===== config.mk =====
export PLATFORM = sky130hd
export DESIGN_NAME = lru_key_value_cache
export DESIGN_NICKNAME = d
export VERILOG_FILES = /design/src/sv/lkv_pkg.sv /design/src/sv/lru_key_value_cache.sv /design/src/sv/lkv_cell.sv
export SDC_FILE = /design/constraint.sdc
export NUM_CORES = 1
export LEC_CHECK = 0
export BUFFER_PORTS_ARGS = -buffer_cell sky130_fd_sc_hd__clkbuf_2
export CORE_UTILIZATION = 35
export DETAILED_ROUTE_END_ITERATION = 6
export SYNTH_ARGS = -nofsm -noshare
export SYNTH_HDL_FRONTEND = slang
export SYNTH_SLANG_ARGS = --single-unit

===== constraint.sdc =====
create_clock -name clock -period 21.9 [get_ports clock]
set_input_delay 4.38 -clock clock [delete_from_list [all_inputs] [get_ports clock]]
set_output_delay 4.38 -clock clock [all_outputs]
set_load 0.01 [all_outputs]

===== src/sv/lkv_pkg.sv =====
package lkv_pkg;

   // field widths fixed by the interface
   localparam int CAP_BITS  = 5;
   localparam int DATA_BITS = 32;

   // capacity register value after reset
   localparam logic [CAP_BITS-1:0] CAP_RESET = 5'd16;

   // read_value returned by a get that misses
   localparam logic [DATA_BITS-1:0] MISS_VALUE = 32'hFFFF_FFFF;

   // request codes
   localparam logic REQ_GET = 1'b0;
   localparam logic REQ_PUT = 1'b1;

   // sequencer states
   typedef enum logic [2:0] {
      ST_IDLE = 3'b001,
      ST_LOOK = 3'b010,
      ST_UPD  = 3'b100
   } state_type;

   // per-cell update control
   typedef struct packed {
      logic shift;   // take the neighbour's entry
      logic clear;   // drop the entry (wins over shift)
   } cell_ctrl_type;

endpackage


===== src/sv/lru_key_value_cache.sv =====
// Channel  Direction  Handshake              Beat contents
// req      in         req_valid / req_stall  req_type, req_key, req_value
// rsp      out        rsp_valid / rsp_stall  rsp_hit, rsp_read_value (gets only)
// csr      in         csr_valid / csr_ready  csr_data = capacity
//
// Entries sit in a row of cells ordered by recency, cell 0 most recent.
// An item has a compare cycle across all cells, then an update cycle that shifts
// the row by one cell, except on a get miss; the next beat is taken in the update cycle.
// A get result appears on rsp the cycle after its update and waits in an output
// register; the update of a further get stalls req while that result is not taken.
// Synchronous reset empties every cell and sets capacity to 16.
module lru_key_value_cache
   import lkv_pkg::*;
#(
   parameter int ENTRIES    = 16,
   parameter int KEY_BITS   = 32,
   parameter int VALUE_BITS = 32
) (
   input  logic                 clock,
   input  logic                 reset,
   input  logic                 req_valid,
   output logic                 req_stall,
   input  logic                 req_type,
   input  logic [DATA_BITS-1:0] req_key,
   input  logic [DATA_BITS-1:0] req_value,
   output logic                 rsp_valid,
   input  logic                 rsp_stall,
   output logic                 rsp_hit,
   output logic [DATA_BITS-1:0] rsp_read_value,
   input  logic                 csr_valid,
   output logic                 csr_ready,
   input  logic [CAP_BITS-1:0]  csr_data
);

   localparam int OCC_BITS = $clog2(ENTRIES + 1);
   localparam int IDX_BITS = (ENTRIES > 1) ? $clog2(ENTRIES) : 1;
   localparam int CMP_BITS = (OCC_BITS > CAP_BITS) ? OCC_BITS : CAP_BITS;
   localparam logic [CMP_BITS-1:0] ENT_CMP = CMP_BITS'(ENTRIES);
   localparam logic [CMP_BITS-1:0] ONE_CMP = CMP_BITS'(1);
   localparam logic [OCC_BITS-1:0] ONE_OCC = OCC_BITS'(1);

   state_type state_ff, state_in;

   logic [CAP_BITS-1:0]   cap_ff;
   logic [OCC_BITS-1:0]   occ_ff;
   logic                  type_ff;
   logic [KEY_BITS-1:0]   key_ff;
   logic [VALUE_BITS-1:0] value_ff;
   logic [KEY_BITS-1:0]   key_in;
   logic [VALUE_BITS-1:0] value_in;

   // update plan, registered at the end of the compare cycle
   logic                  is_get_ff;
   logic                  hit_ff;
   logic                  do_shift_ff;
   logic [OCC_BITS-1:0]   limit_ff;
   logic                  clr_en_ff;
   logic [OCC_BITS-1:0]   clr_pos_ff;
   logic [OCC_BITS-1:0]   occ_new_ff;
   logic [VALUE_BITS-1:0] new_value_ff;

   logic                  rsp_valid_ff;
   logic                  rsp_hit_ff;
   logic [DATA_BITS-1:0]  rsp_value_ff;

   logic [KEY_BITS-1:0]   c_key   [ENTRIES];
   logic [VALUE_BITS-1:0] c_value [ENTRIES];
   logic                  c_valid [ENTRIES];
   logic [ENTRIES-1:0]    match;
   cell_ctrl_type         ctrl    [ENTRIES];

   logic                  any_hit;
   logic [IDX_BITS-1:0]   hit_pos;
   logic [VALUE_BITS-1:0] hit_value;
   logic [CMP_BITS-1:0]   cap_eff;
   logic [CMP_BITS-1:0]   occ_cmp;
   logic [CMP_BITS-1:0]   occ_less;
   logic                  do_shift_in;
   logic [OCC_BITS-1:0]   limit_in;
   logic                  clr_en_in;
   logic [OCC_BITS-1:0]   occ_new_in;
   logic [VALUE_BITS-1:0] new_value_in;
   logic [DATA_BITS-1:0]  read_value;

   logic                  upd_go;
   logic                  req_take;

   // fit the key and value ports to the stored widths
   generate
      if (KEY_BITS <= DATA_BITS) begin : g_key_narrow
         assign key_in = req_key[KEY_BITS-1:0];
      end else begin : g_key_wide
         assign key_in = {{(KEY_BITS - DATA_BITS){1'b0}}, req_key};
      end
      if (VALUE_BITS <= DATA_BITS) begin : g_val_narrow
         assign value_in = req_value[VALUE_BITS-1:0];
         always_comb begin
            read_value = DATA_BITS'(new_value_ff);
         end
      end else begin : g_val_wide
         assign value_in = {{(VALUE_BITS - DATA_BITS){1'b0}}, req_value};
         always_comb begin
            read_value = new_value_ff[DATA_BITS-1:0];
         end
      end
   endgenerate

   // handshakes
   assign csr_ready = !reset;
   assign upd_go    = (state_ff == ST_UPD) && !(is_get_ff && rsp_valid_ff && rsp_stall);
   assign req_stall = reset || !((state_ff == ST_IDLE) || upd_go);
   assign req_take  = req_valid && !req_stall;

   // sequencer
   always_comb begin
      state_in = state_ff;
      case (state_ff)
         ST_IDLE: begin
            if (req_valid) begin
               state_in = ST_LOOK;
            end
         end
         ST_LOOK: begin
            state_in = ST_UPD;
         end
         ST_UPD: begin
            if (upd_go) begin
               state_in = req_valid ? ST_LOOK : ST_IDLE;
            end
         end
         default: begin
            state_in = ST_IDLE;
         end
      endcase
   end

   always_ff @(posedge clock) begin
      if (reset) begin
         state_ff <= ST_IDLE;
         cap_ff   <= CAP_RESET;
         occ_ff   <= '0;
      end else begin
         state_ff <= state_in;
         if (csr_valid && csr_ready) begin
            cap_ff <= csr_data;
         end
         if (upd_go) begin
            occ_ff <= occ_new_ff;
         end
      end
   end

   // hold the accepted beat
   always_ff @(posedge clock) begin
      if (req_take) begin
         type_ff  <= req_type;
         key_ff   <= key_in;
         value_ff <= value_in;
      end
   end

   // row of cells, each fed by its more recent neighbour
   genvar gi;
   generate
      for (gi = 0; gi < ENTRIES; gi++) begin : g_cell
         assign ctrl[gi].shift = upd_go && do_shift_ff && (OCC_BITS'(gi) <= limit_ff);
         assign ctrl[gi].clear = upd_go && clr_en_ff && (OCC_BITS'(gi) == clr_pos_ff);
         if (gi == 0) begin : g_head
            lkv_cell #(.KEY_BITS(KEY_BITS), .VALUE_BITS(VALUE_BITS)) u_cell (
               .clock      (clock),
               .reset      (reset),
               .ctrl       (ctrl[gi]),
               .prev_key   (key_ff),
               .prev_value (new_value_ff),
               .prev_valid (1'b1),
               .look_key   (key_ff),
               .cell_key   (c_key[gi]),
               .cell_value (c_value[gi]),
               .cell_valid (c_valid[gi]),
               .match      (match[gi])
            );
         end else begin : g_body
            lkv_cell #(.KEY_BITS(KEY_BITS), .VALUE_BITS(VALUE_BITS)) u_cell (
               .clock      (clock),
               .reset      (reset),
               .ctrl       (ctrl[gi]),
               .prev_key   (c_key[gi-1]),
               .prev_value (c_value[gi-1]),
               .prev_valid (c_valid[gi-1]),
               .look_key   (key_ff),
               .cell_key   (c_key[gi]),
               .cell_value (c_value[gi]),
               .cell_valid (c_valid[gi]),
               .match      (match[gi])
            );
         end
      end
   endgenerate

   // encode the matching cell; keys are unique among valid cells
   always_comb begin
      hit_pos   = '0;
      hit_value = '0;
      for (int i = 0; i < ENTRIES; i++) begin
         if (match[i]) begin
            hit_pos   = hit_pos | IDX_BITS'(i);
            hit_value = hit_value | c_value[i];
         end
      end
      any_hit = |match;
   end

   // effective capacity: zero acts as one, clip at the row length
   always_comb begin
      cap_eff = CMP_BITS'(cap_ff);
      if (cap_eff == '0) begin
         cap_eff = ONE_CMP;
      end else if (cap_eff > ENT_CMP) begin
         cap_eff = ENT_CMP;
      end
      occ_cmp  = CMP_BITS'(occ_ff);
      occ_less = occ_cmp - ONE_CMP;
   end

   // plan the shift, the drop and the new occupancy
   always_comb begin
      do_shift_in  = 1'b1;
      limit_in     = OCC_BITS'(hit_pos);
      clr_en_in    = 1'b0;
      occ_new_in   = occ_ff;
      new_value_in = value_ff;
      if (type_ff == REQ_GET) begin
         new_value_in = hit_value;
         do_shift_in  = any_hit;
      end else if (any_hit) begin
         // present key moves to the front; a lowered capacity may still evict
         if ((occ_less != '0) && (occ_less >= cap_eff)) begin
            clr_en_in  = 1'b1;
            occ_new_in = occ_ff - ONE_OCC;
         end
      end else if (occ_cmp >= cap_eff) begin
         // overwrite the least recent cell
         limit_in = occ_ff - ONE_OCC;
      end else begin
         limit_in   = occ_ff;
         occ_new_in = occ_ff + ONE_OCC;
      end
   end

   always_ff @(posedge clock) begin
      if (state_ff == ST_LOOK) begin
         is_get_ff    <= (type_ff == REQ_GET);
         hit_ff       <= any_hit;
         do_shift_ff  <= do_shift_in;
         limit_ff     <= limit_in;
         clr_en_ff    <= clr_en_in;
         clr_pos_ff   <= occ_ff - ONE_OCC;
         occ_new_ff   <= occ_new_in;
         new_value_ff <= new_value_in;
      end
   end

   // output register: load on a get update, drop when taken
   always_ff @(posedge clock) begin
      if (reset) begin
         rsp_valid_ff <= 1'b0;
      end else if (upd_go && is_get_ff) begin
         rsp_valid_ff <= 1'b1;
      end else if (!rsp_stall) begin
         rsp_valid_ff <= 1'b0;
      end
   end

   always_ff @(posedge clock) begin
      if (upd_go && is_get_ff) begin
         rsp_hit_ff   <= hit_ff;
         rsp_value_ff <= hit_ff ? read_value : MISS_VALUE;
      end
   end

   assign rsp_valid      = rsp_valid_ff;
   assign rsp_hit        = rsp_hit_ff;
   assign rsp_read_value = rsp_value_ff;

endmodule


===== src/sv/lkv_cell.sv =====
module lkv_cell
   import lkv_pkg::*;
#(
   parameter int KEY_BITS   = 32,
   parameter int VALUE_BITS = 32
) (
   input  logic                  clock,
   input  logic                  reset,
   input  cell_ctrl_type         ctrl,
   input  logic [KEY_BITS-1:0]   prev_key,
   input  logic [VALUE_BITS-1:0] prev_value,
   input  logic                  prev_valid,
   input  logic [KEY_BITS-1:0]   look_key,
   output logic [KEY_BITS-1:0]   cell_key,
   output logic [VALUE_BITS-1:0] cell_value,
   output logic                  cell_valid,
   output logic                  match
);

   logic [KEY_BITS-1:0]   key_ff;
   logic [VALUE_BITS-1:0] value_ff;
   logic                  valid_ff;
   logic                  valid_in;

   // compare the held key against the request
   assign match = valid_ff && (key_ff == look_key);

   // drop wins over a shift from the neighbour
   always_comb begin
      valid_in = valid_ff;
      if (ctrl.shift) begin
         valid_in = prev_valid;
      end
      if (ctrl.clear) begin
         valid_in = 1'b0;
      end
   end

   always_ff @(posedge clock) begin
      if (reset) begin
         valid_ff <= 1'b0;
      end else begin
         valid_ff <= valid_in;
      end
   end

   // payload advances with the shift, no reset
   always_ff @(posedge clock) begin
      if (ctrl.shift) begin
         key_ff   <= prev_key;
         value_ff <= prev_value;
      end
   end

   assign cell_key   = key_ff;
   assign cell_value = value_ff;
   assign cell_valid = valid_ff;

endmodule


Word level (Yosys, flattened, before mapping)
Index checks and enable logic that the tools add are counted.
{"block": "word_totals", "regBits": 1203, "out_inout_bits": 36, "elab_cells": 274, "in_bits": 75}
{"block": "op_classes", "n_eq_ne": 37, "n_mux": 48, "n_addsub": 2, "n_reduce_logical": 86, "n_lt_le_gt_ge": 19, "bitwise": 16}
{"operator": "$mux 32", "count": 17}
{"operator": "$eq 32x32->1", "count": 16}
{"operator": "$or 32x32->32", "count": 15}
{"operator": "$logic_and 1x1->1", "count": 57}
{"operator": "$eq 4x5->1 const A", "count": 8}
{"operator": "$le 4x5->1 const A", "count": 8}
{"operator": "$mux 4", "count": 10}
{"operator": "$mux 5", "count": 7}
{"operator": "$reduce_or 2->1", "count": 16}
{"operator": "$eq 3x5->1 const A", "count": 4}
{"operator": "$le 3x5->1 const A", "count": 4}
{"operator": "$mux 3", "count": 6}
{"operator": "$reduce_or 17->1", "count": 1}
{"operator": "$reduce_or 16->1", "count": 1}
{"operator": "$eq 2x5->1 const A", "count": 2}
{"operator": "$ge 5x5->1", "count": 2}
{"operator": "$le 1x5->1 const A", "count": 2}
{"operator": "$le 2x5->1 const A", "count": 2}
{"operator": "$logic_not 5->1", "count": 2}
{"operator": "$pmux 3 s3", "count": 1}
{"operator": "$mux 2", "count": 3}
{"operator": "$add 5x1->5 const B", "count": 1}
{"operator": "$eq 1x5->1 const A", "count": 1}
{"operator": "$gt 5x5->1 const B", "count": 1}
{"operator": "12 further kinds", "count": 21}

Logic depth before layout (Yosys ltp)
{"block": "depth", "depth_word": 34, "depth_mapped": 13, "mapped_depth_nobuf": 13}

By module
Synthesis repeated with hierarchy kept, for this count alone.
{"block": "hier_totals", "hier_cells": 2635, "hier_area_um2": 46316.9}
{"mod": "lkv_cell", "cells_each": 111, "seq_area_each_um2": 1941.9, "area_each_um2": 2312.2, "n_inst": 16}
{"mod": "lru_key_value_cache", "cells_each": 859, "seq_area_each_um2": 4754.6, "area_each_um2": 9321.4, "n_inst": 1}

Worst setup path before layout
Ideal clock, no wire load.
{"block": "synth_path", "kind": "input to register", "start": "input rsp_stall", "end": "register g_cell[15].g_body.u_cell.valid_ff", "setup_time_ns": 0.096, "n_path_buf": 1, "arrival_ns": 13.147, "required_ns": 21.804, "stages": 10, "path_slack_ns": 8.657, "path_cell_list": "and3_1 -> nor2_1 -> and2_1 -> clkbuf_1 -> nand2_1 -> nor2_1 -> o21ai_0 -> a21oi_1 -> mux2i_1 -> a311oi_1"}
{"item": "start: declaration", "line": "lru_key_value_cache.sv:27", "rtl": "input logic rsp_stall,"}
{"item": "end signal: assignment", "line": "lkv_cell.sv:43", "rtl": "valid_ff <= valid_in;"}
{"item": "end: declaration", "line": "lkv_cell.sv:22", "rtl": "logic valid_ff;"}

Final worst setup path
{"block": "layout_path", "start": "input rsp_stall", "end": "output req_stall"}
{"block": "layout_via", "elab_chain_len": 6}
{"item": "$logic_and 1x1->1", "line": "lru_key_value_cache.sv:110", "rtl": "assign upd_go = (state_ff == ST_UPD) && !(is_get_ff && rsp_valid_ff && rsp_stall);"}
{"item": "$logic_not 1->1", "line": "lru_key_value_cache.sv:110"}
{"item": "$logic_and 1x1->1", "line": "lru_key_value_cache.sv:110"}
{"item": "$logic_or 1x1->1", "line": "lru_key_value_cache.sv:111", "rtl": "assign req_stall = reset || !((state_ff == ST_IDLE) || upd_go);"}
{"item": "$logic_not 1->1", "line": "lru_key_value_cache.sv:111"}
{"item": "$logic_or 1x1->1", "line": "lru_key_value_cache.sv:111"}
{"item": "end: declaration", "line": "lru_key_value_cache.sv:22", "rtl": "output logic req_stall,"}
No other way between the ends.

==> metrics.yaml <==
status: "completed"
drc: 0
synth_fa_ha_area_share_pct: 0.372
clk_pin_slew_ns: 0.06
fmax_ghz: 0.102
ctsResizeCount: 0
routed_wl_um: 114000
drive_gt1_share_pct: 14.8
grt_antenna_before_repair: 6
n_antenna_cell: 0
root_buffer: "clkbuf_16"
r2r-end: "g_cell[13].g_body.u_cell.cell_valid"
area_growth_pct: 13.1
synth_compound_area_share_pct: 5.48
arrival_ns: 5.39
whs_ns: 0.438
tightestPinTransition_ns: 1.09
gp_congestion: 0.817
grt_pass1_vias: 24663
clock-sinks: 1203
final_nets: 2895
wl_per_cell_um: 24.4
timing.final.crit_share_pct: 44.6
critical_path_class: "input pin to output port"
crit_start: "rsp_stall"
rows: 134
grt_max_degree: 67
p_per_area_nw_per_um2: 85.6
async_flop_share_pct: 0
final_antenna_net_count: 0
layout_common_cells: "1173 x edfxtp_1, 386 x xor2_1, 132 x xnor2_1, 131 x a22o_1, 128 x a221oi_1"
synth_edf_count: 1173
syn-num-nets: 2729
hold_viol_final: 0
cts_tree: "done"
synth-seq-cells: 1203
synth_area_leader_cell: "edfxtp_1"
grt_usage_pct: 16.6
pin_count: 111
syn_area_um2: 47100
synth-xor-area-share_pct: 9.63
synthMuxAreaShare_pct: 1.36
die_h_um: 369
leakagePower_nw: 17.2
dpl.hpwl_um: 72200
grt_setup_unrepaired: "no"
setup-violations-final: 0
min_period_ns: 9.77
max_cap_viol_count: 0
postLayoutCoreUtil_pct: 39.9
core_area_um2: 133000
skew_ns: 0.0329
cts_htree_levels: 3
syn_avg_cell_area_um2: 17.9
place_area_um2: 49600
ys_warn_count: 0
ctsLongestPathBuffers: 3
power_w: 0.00456
cts_buffers: 115
first_iter_violations: 2388
setup_tns_ns: 0
synth_cells: 2640
layout_commonest_cell: "edfxtp_1"
ff2ff_setup_slack_ns: 16.77
cts_setup_buffers: 0
die_w_um: 369
synthSimpleGateAreaFrac_pct: 4.69
ys_seq_area_share_pct: 76.0
grt_pass1_wl_um: 166000
cp_data_required_time_ns: 17.52
worst_setup_path_start_kind: "input pin"
dieArea_um2: 136000
clock_latency_ns: 0.71
drv_slew: 0
yosys_most_used_dff: "edfxtp_1"
ys_types: 57
synth_top_family_by_area: "XOR/XNOR gates"
cp_max_fo: 3
initial_core_util_pct: 35.3
synthTopCellsByArea: "edfxtp_1 75%, xor2_1 7.2%, xnor2_1 2.5%"
r2r_cells: 12
drt_pre_antenna_iters: 5
design_area_um2: 53300
r2r_start: "is_get_ff"
critPathCaptureType: "output port"
vias: 24225
hp-class: "flip-flop to flip-flop"
cts_hold_buf: 0
numPortBuffers: 110
critPathCapture: "req_stall"
slew_headroom_pct: 27.1
ir_drop_mv: 0.0713
synthDominantCellAreaShare_pct: 74.7
viasPerCell: 5.18
grt_remaining_overflow: 0
synth_stat cells, drive strengths merged, types with 2 or more instances:
cell type,n
a211oi,2
a21o,3
a21oi,14
a221oi,128
a22o,131
a22oi,2
a311oi,4
and2,2
and3,5
buf,68
clkbuf,62
dfxtp,30
edfxtp,1173
ha,14
inv,22
mux2,33
mux2i,27
nand2,34
nand2b,37
nand3,22
nand4,71
nor2,45
nor2b,4
nor3,33
nor3b,3
nor4,111
o211ai,2
o21a,4
o21ai,13
or2,3
or3,5
or4,7
xnor2,132
xor2,386
kinds of logic (layout without fill, tap and decap cells):
| kind of cell | count (synthesis) | in the layout |
|---|---|---|
| DFF | 1203 | 1203 |
| xor gates and xnor gates | 518 | 518 |
| and+or+nand+nor | 385 | 385 |
| AOI/OAI and AO/OA | 308 | 308 |
| buffers and inverters | 152 | 417 |
| muxes | 60 | 60 |
| adders and majority gates | 14 | 14 |
through the flow:
stage | cells | setup WS (ns)
6_report | 4673 | 12.13
5_1_grt | 4673 | 12.06
4_1_cts | 4673 | 12.14
3_5_place_dp | 4457 | 12.14
3_3_place_gp | 4457 | 12.13
2_1_floorplan | 2640 | 8.66
layout make-up:
cell class	count	area (um2)
clock buffers	126	2960
clock inverters	90	738
fillers	12154	80200
inverters	22	86.3
multi-input cells	1285	10400
flip-flops and latches	1203	35800
well taps	1768	2210
repair buffers	179	1070
critical path, cell delays in order:
cell and delay (ns):
clkbuf_2 0.09, and3_1 0.19, nor2_1 0.16, nand2_1 0.08, a211o_1 0.35, clkbuf_2 0.15
layer usage:
metal	vias to the layer above	wire length, um	part of all wire [%]	global-route usage (%)
met1	12208	48900	43	22.5
li1	10692	-	-	-
met3	214	8920	7.8	3.67
met5	-	194	0.17	0.677
met2	1097	52600	46	26.1
met4	14	3550	3.1	6.14
how the worst min path moves through the flow:
| stage | from | end | slack [ns] | cells after the start |
|---|---|---|---|---|
| finish | new_value_ff[24] | g_cell[0].g_head.u_cell.cell_value[24] | 0.44 | 0 |
| global route | g_cell[5].g_body.u_cell.cell_value[11] | g_cell[6].g_body.u_cell.cell_value[11] | 0.45 | 0 |
| CTS | new_value_ff[24] | g_cell[0].g_head.u_cell.cell_value[24] | 0.44 | 0 |
| detailed placement | new_value_ff[7] | g_cell[0].g_head.u_cell.cell_value[7] | 0.43 | 0 |
| global placement | new_value_ff[11] | g_cell[0].g_head.u_cell.cell_value[11] | 0.43 | 0 |
| floorplan | new_value_ff[0] | g_cell[0].g_head.u_cell.cell_value[0] | 0.42 | 0 |
power breakdown:
group	internal (W)	switching [W]
clock network	0.00110	0.000858
logic	0.0000343	0.0000611
registers	0.00250	0.00000495
total	0.00364	0.000924
flip-flops by register name, indices dropped and copies added, names as in the netlist:
signal                           flops
g_cell.g_body.u_cell.cell_key      480
g_cell.g_body.u_cell.cell_value    480
g_cell.g_head.u_cell.cell_key       32
g_cell.g_head.u_cell.cell_value     32
key_ff                              32
new_value_ff                        32
rsp_read_value                      32
value_ff                            32
g_cell.g_body.u_cell.cell_valid     15
cap_ff                               5
clr_pos_ff                           5
limit_ff                             5
occ_cmp                              5
occ_new_ff                           5
state_ff                             3
clr_en_ff                            1
do_shift_ff                          1
g_cell.g_head.u_cell.cell_valid      1
hit_ff                               1
is_get_ff                            1
rsp_hit                              1
rsp_valid                            1
type_ff                              1
Note: power is estimated with default switching activity, not from simulation.
